### src/design/ewd_pkg.sv
// Package for the entity worker dispatcher: sizes, codes, payload and
// control structs, and the active worker count clamp.
// No dependencies; every design file imports it.
package ewd_pkg;

    // Sizes fixed by the payload field widths.
    localparam int MAX_WORKERS  = 16;
    localparam int ENTITY_SLOTS = 1024;
    localparam int WORKER_W     = 4;
    localparam int ID_W         = 10;
    localparam int LOAD_W       = 11;
    localparam int AW_W         = 5;
    localparam int STRAT_W      = 2;
    localparam int CFG_IDX_W    = 1;
    localparam int CFG_DATA_W   = 5;
    localparam int CNT_W        = 4;
    localparam int QUEUE_DEPTH  = 2;
    localparam int QPTR_W       = $clog2(QUEUE_DEPTH);
    localparam int QCNT_W       = $clog2(QUEUE_DEPTH + 1);

    // Strategy register codes.
    localparam logic [STRAT_W-1:0] STRAT_RR    = 2'd0;
    localparam logic [STRAT_W-1:0] STRAT_LEAST = 2'd1;
    localparam logic [STRAT_W-1:0] STRAT_MOD   = 2'd2;

    // Configuration register indexes.
    localparam logic [CFG_IDX_W-1:0] CFG_STRATEGY = 1'b0;
    localparam logic [CFG_IDX_W-1:0] CFG_ACTIVE   = 1'b1;

    // Operation codes carried in the mode field.
    typedef enum logic [1:0] {
        MODE_ASSIGN  = 2'd0,
        MODE_MIGRATE = 2'd1,
        MODE_REMOVE  = 2'd2,
        MODE_QUERY   = 2'd3
    } t_mode;

    // How an assign chooses its worker.
    typedef enum logic [1:0] {
        PICK_RR,
        PICK_LEAST,
        PICK_MOD,
        PICK_ZERO
    } t_pick;

    // Back end sequencer states.
    typedef enum logic [2:0] {
        ST_CLEAR,
        ST_IDLE,
        ST_LOOK,
        ST_PICK,
        ST_DEC,
        ST_INC,
        ST_FIN
    } t_state;

    // Request payload.
    typedef struct packed {
        logic [1:0]          mode;
        logic [ID_W-1:0]     ent_id;
        logic [WORKER_W-1:0] dest_worker;
    } t_req;

    // Result payload.
    typedef struct packed {
        logic [WORKER_W-1:0] worker;
        logic                ok;
    } t_rsp;

    // Classified command held in the queue.
    typedef struct packed {
        t_mode               op;
        t_pick               pick;
        logic                tgt_ok;
        logic [ID_W-1:0]     id;
        logic [WORKER_W-1:0] target;
    } t_cmd;

    // Back end status seen by the front end.
    typedef struct packed {
        logic clearing;
        logic pop;
    } t_back_status;

    // Active worker count clamped to 1..MAX_WORKERS.
    function automatic logic [AW_W-1:0] f_eff_workers(input logic [AW_W-1:0] aw);
        logic [AW_W-1:0] res;
        if (aw == '0) begin
            res = AW_W'(1);
        end else if (aw > AW_W'(MAX_WORKERS)) begin
            res = AW_W'(MAX_WORKERS);
        end else begin
            res = aw;
        end
        return res;
    endfunction

endpackage

### src/design/ewd_front.sv
// Front end of the dispatcher: takes requests, classifies them and holds
// them in a short queue for the back end. Depends on ewd_pkg.
module ewd_front (
    input  logic                         i_clk,
    input  logic                         i_rst_n,
    input  logic                         start,
    output logic                         busy,
    input  ewd_pkg::t_req                i_req,
    input  logic [ewd_pkg::STRAT_W-1:0]  i_strategy,
    input  logic [ewd_pkg::AW_W-1:0]     i_active,
    input  ewd_pkg::t_back_status        i_status,
    output ewd_pkg::t_cmd                o_head,
    output logic                         o_head_valid
);
    import ewd_pkg::*;

    t_cmd              r_slot [QUEUE_DEPTH];
    logic [QPTR_W-1:0] r_wr_ptr, n_wr_ptr;
    logic [QPTR_W-1:0] r_rd_ptr, n_rd_ptr;
    logic [QCNT_W-1:0] r_count, n_count;
    logic              w_push;
    logic              w_pop;
    t_cmd              w_cmd;
    logic [AW_W-1:0]   w_eff;

    // The queue refuses requests when full or while the table is cleared.
    assign busy   = (r_count == QCNT_W'(QUEUE_DEPTH)) | i_status.clearing;
    assign w_push = start & ~busy;
    assign w_pop  = i_status.pop & o_head_valid;

    assign o_head       = r_slot[r_rd_ptr];
    assign o_head_valid = (r_count != '0);

    // Classify the request: operation, assign method and migrate range check.
    assign w_eff = f_eff_workers(i_active);
    always_comb begin
        w_cmd.op     = t_mode'(i_req.mode);
        w_cmd.id     = i_req.ent_id;
        w_cmd.target = i_req.dest_worker;
        w_cmd.tgt_ok = ({1'b0, i_req.dest_worker} < w_eff);
        unique case (i_strategy)
            STRAT_RR:    w_cmd.pick = PICK_RR;
            STRAT_LEAST: w_cmd.pick = PICK_LEAST;
            STRAT_MOD:   w_cmd.pick = PICK_MOD;
            default:     w_cmd.pick = PICK_ZERO;
        endcase
    end

    // Queue pointer and fill count update.
    always_comb begin
        n_wr_ptr = w_push ? r_wr_ptr + QPTR_W'(1) : r_wr_ptr;
        n_rd_ptr = w_pop ? r_rd_ptr + QPTR_W'(1) : r_rd_ptr;
        n_count  = r_count;
        if (w_push && !w_pop) begin
            n_count = r_count + QCNT_W'(1);
        end else if (!w_push && w_pop) begin
            n_count = r_count - QCNT_W'(1);
        end
    end

    always_ff @(posedge i_clk) begin
        if (!i_rst_n) begin
            r_wr_ptr <= '0;
            r_rd_ptr <= '0;
            r_count  <= '0;
        end else begin
            r_wr_ptr <= n_wr_ptr;
            r_rd_ptr <= n_rd_ptr;
            r_count  <= n_count;
        end
    end

    // Queue storage.
    always_ff @(posedge i_clk) begin
        if (w_push) begin
            r_slot[r_wr_ptr] <= w_cmd;
        end
    end

endmodule

### config.mk
export PLATFORM = sky130hd
export DESIGN_NAME = ewd_front
export DESIGN_NICKNAME = d
export VERILOG_FILES = /design/src/design/ewd_pkg.sv /design/src/design/ewd_front.sv
export SDC_FILE = /design/constraint.sdc
export NUM_CORES = 1
export LEC_CHECK = 0
export BUFFER_PORTS_ARGS = -buffer_cell sky130_fd_sc_hd__buf_2
export CAP_MARGIN = 20
export CORE_UTILIZATION = 50
export CTS_BUF_LIST = sky130_fd_sc_hd__clkbuf_4
export DETAILED_ROUTE_END_ITERATION = 10
export PLACE_DENSITY = 0.77
export REMOVE_ABC_BUFFERS = 1
export SLEW_MARGIN = 20
export SYNTH_ARGS = -nofsm -noshare
export SYNTH_HDL_FRONTEND = slang
export SYNTH_SLANG_ARGS = --single-unit
### constraint.sdc
create_clock -name i_clk -period 2.7 [get_ports i_clk]
set_input_delay 0.27 -clock i_clk [delete_from_list [all_inputs] [get_ports i_clk]]
set_output_delay 0.27 -clock i_clk [all_outputs]
set_load 0.01 [all_outputs]
==> metrics.md <==
| Metric | Value |
|---|---|
| Chip height | `60.6 um` |
| Crit path buf inv count | `1` |
| Slowest cell on crit path | `dfxtp_1` |
| YS warnings | `0` |
| Clock buffer depth | `2` |
| Placed Area | `2010 um2` |
| Synthesized flop and latch total | `43` |
| Worst Path Arrival | `1.78 ns` |
| Min Tclk post-route | `just over 2 ns` |
| Final worst-path cycle share | `about 76%` |
| Mapped cell area | `1720 um2` |
| Register-to-Register Setup Slack | `0.98 ns` |
| Resize count post-CTS | `0` |
| Core Region | `3150 um2` |
| Critical path cell sequence | `mux2_1 > buf_2` |
| Seq/Total Area, Yosys | `72.2%` |
| Worst skew pair latency | `0.34 ns` |
| Sequential cell area | `1240 um2` |
| First-pass GRT wire length | `3.77 mm` |
| Largest net degree at the start of global routing | `20` |
| Routed via count | `approximately 970` |
| Starting Density | `54.5%` |
| Post-cts hold buffer count | `0` |
| TritonCTS Buffers | `5` |
| # diodes | `0` |
| RD Place Congestion | `slightly below 0.7` |
| Gate Count Post-Synth | `99` |
| Max H-tree Level | `2` |
| Vias/cell | `4.91` |
| IO Count | `49` |
| P per Cell Area | `829 nW/um2` |
| Commonest non-fill, non-tap cell in the layout | `buf_2` |
| Number of port buffers | `48` |
| Share of cells above drive strength 1 | `roughly 39%` |
| Max Freq | `0.487 GHz` |
| Post-route ant nets | `0` |
| Clk slew on worst S/H paths | `0.12 ns` |
| CTS tree | `done` |
| Max IR drop VDD | `523 uV` |
| Hold Vio Cnt, Final | `0` |
| Max-slew violation count | `0` |
| Fill count | `235` |
| Final WL | `2.49 mm` |
| Critical path startpoint category | `flop` |
| Slew HR | `42.9%` |
| Commonest non-fill, non-tap cells in the layout | `buf_2 (48), edfxtp_1 (38), mux2_1 (19), clkbuf_4 (6), dfxtp_1 (5)` |
| Crit-path max cell delay | `0.90 ns` |
| CP Max Fanout | `19` |
| Overflow after GRT | `0` |
| Crit Path Category | `reg2out` |
| Multi-input logic area | `approximately 460 um2` |
| First-pass iteration count of the detailed router | `4` |
| Worst-margin pin slew | `between 0.8 and 0.9 ns` |
| CTS Sinks | `43` |
| 1st-iter DRT viols | `21` |
| Synthesized area per cell | `17.4 um2` |
| Layout area overhead | `23.1%` |
| Distinct cells, synth | `25` |
| Worst path top cell family by delay | `flip-flops` |
| All-Layer GR Usage | `around 15%` |
| Worst Setup End Kind | `primary output` |
| Width of the die | `60.6 um` |
| Static Leak | `0.000824 uW` |
| FP Rows | `20` |
| Drt wl/cell | `around 13 um` |
| Vias in the first global route | `921` |
| Antenna violations before repair | `0` |
| Clock Skew | `approximately 0.0043 ns` |
| Die area | `3680 um2` |
| Number of post-CTS setup repair buffers | `0` |
| Root Driver | `clkbuf_4` |
| Nets | `184` |
| Status | `completed` |
| Required @ worst endpoint | `2.43 ns` |
| Setup TNS | `0 ns` |
| HP Class | `in2reg` |
| # setup viols final | `0` |
| RSZ-0062 raised after global routing | `false` |
| Max cap viols | `0` |
| Final Util | `67.1%` |
| DRC | `0` |
| Final Cell Area | `approximately 2100 um2` |
-- synth_stat cells (all sizes together) --
cell / n / area (um2)
a21boi: 1 / 7.51
a21oi: 3 / 15.0
and2: 4 / 25.0
and4b: 1 / 10.0
buf: 2 / 12.5
clkbuf: 2 / 7.51
dfxtp: 5 / 100
edfxtp: 38 / 1140
ha: 4 / 50.1
mux2: 19 / 214
mux2i: 1 / 10.0
nand2: 1 / 3.75
nand2b: 4 / 25.0
nand3: 1 / 5.00
nor2b: 2 / 12.5
nor3: 1 / 5.00
nor3b: 1 / 12.5
o21ai: 2 / 10.0
o21bai: 1 / 7.51
or2: 2 / 12.5
or3: 1 / 6.26
xnor2: 2 / 17.5
xor2: 1 / 8.76
-- flip-flops by register name, indices dropped and copies added (netlist names), named ones only --
register	flops
r_slot	38
r_count	2
r_rd_ptr	1
r_wr_ptr	1
-- power breakdown --
group,leakage [uW],switching (uW),internal [uW]
Clock,0.0000559,187,299
Sequential,0.000389,71.5,802
Combinational,0.000379,184,212
Total,0.000824,442,1310
-- worst paths after layout --
kind               from           end  cells past startpoint
min            i_req[9]  r_slot[1][9]                      1
max                flop    o_head[17]                      2
max reg2reg  r_count[0]    r_count[1]                      5
min reg2reg    r_wr_ptr      r_wr_ptr                      2
-- logic make-up (layout without fill, tap and decap cells) --
| logic type | after synthesis | count (layout) | synth area share (%) |
|---|---|---|---|
| XOR/XNOR | 3 | 3 | 1.53 |
| AND/OR/NAND/NOR | 18 | 18 | 6.84 |
| adder cells (fa/ha/maj) | 4 | 4 | 2.91 |
| buffers and inverters | 4 | 58 | 1.16 |
| flip-flops | 43 | 43 | 72.2 |
| AO/OA/AOI/OAI | 7 | 7 | 2.33 |
| multiplexers | 20 | 20 | 13.0 |
-- layer usage --
metal	up-vias	GRT usage, %	share of wire [%]
met5	-	0	0
met4	0	7.79	1.9
met3	6	5.97	5.4
met2	33	26.1	51
met1	451	15.7	42
li1	477	-	-
-- through the flow --
stage	hold slack, ns	total power [uW]	cells	setup slack, ns
after floorplan	0.369	1130	95	0.658
after global placement	0.458	1280	189	1.02
after detailed placement	0.462	1290	189	0.974
after CTS	0.0946	1780	197	0.596
after global routing	0.0829	1850	197	0.524
final	0.107	1760	197	0.647
-- area by class of cell --
class | count | share of cell area, %
Sequential cell | 43 | 58.6
Multi-Input combinational cell | 52 | 21.7
Timing Repair Buffer | 50 | 12.1
Clock inverter | 2 | 2.84
Tap cell | 44 | 2.60
Clock buffer | 6 | 2.13
No activity file was read; power rests on OpenSTA's default activity.
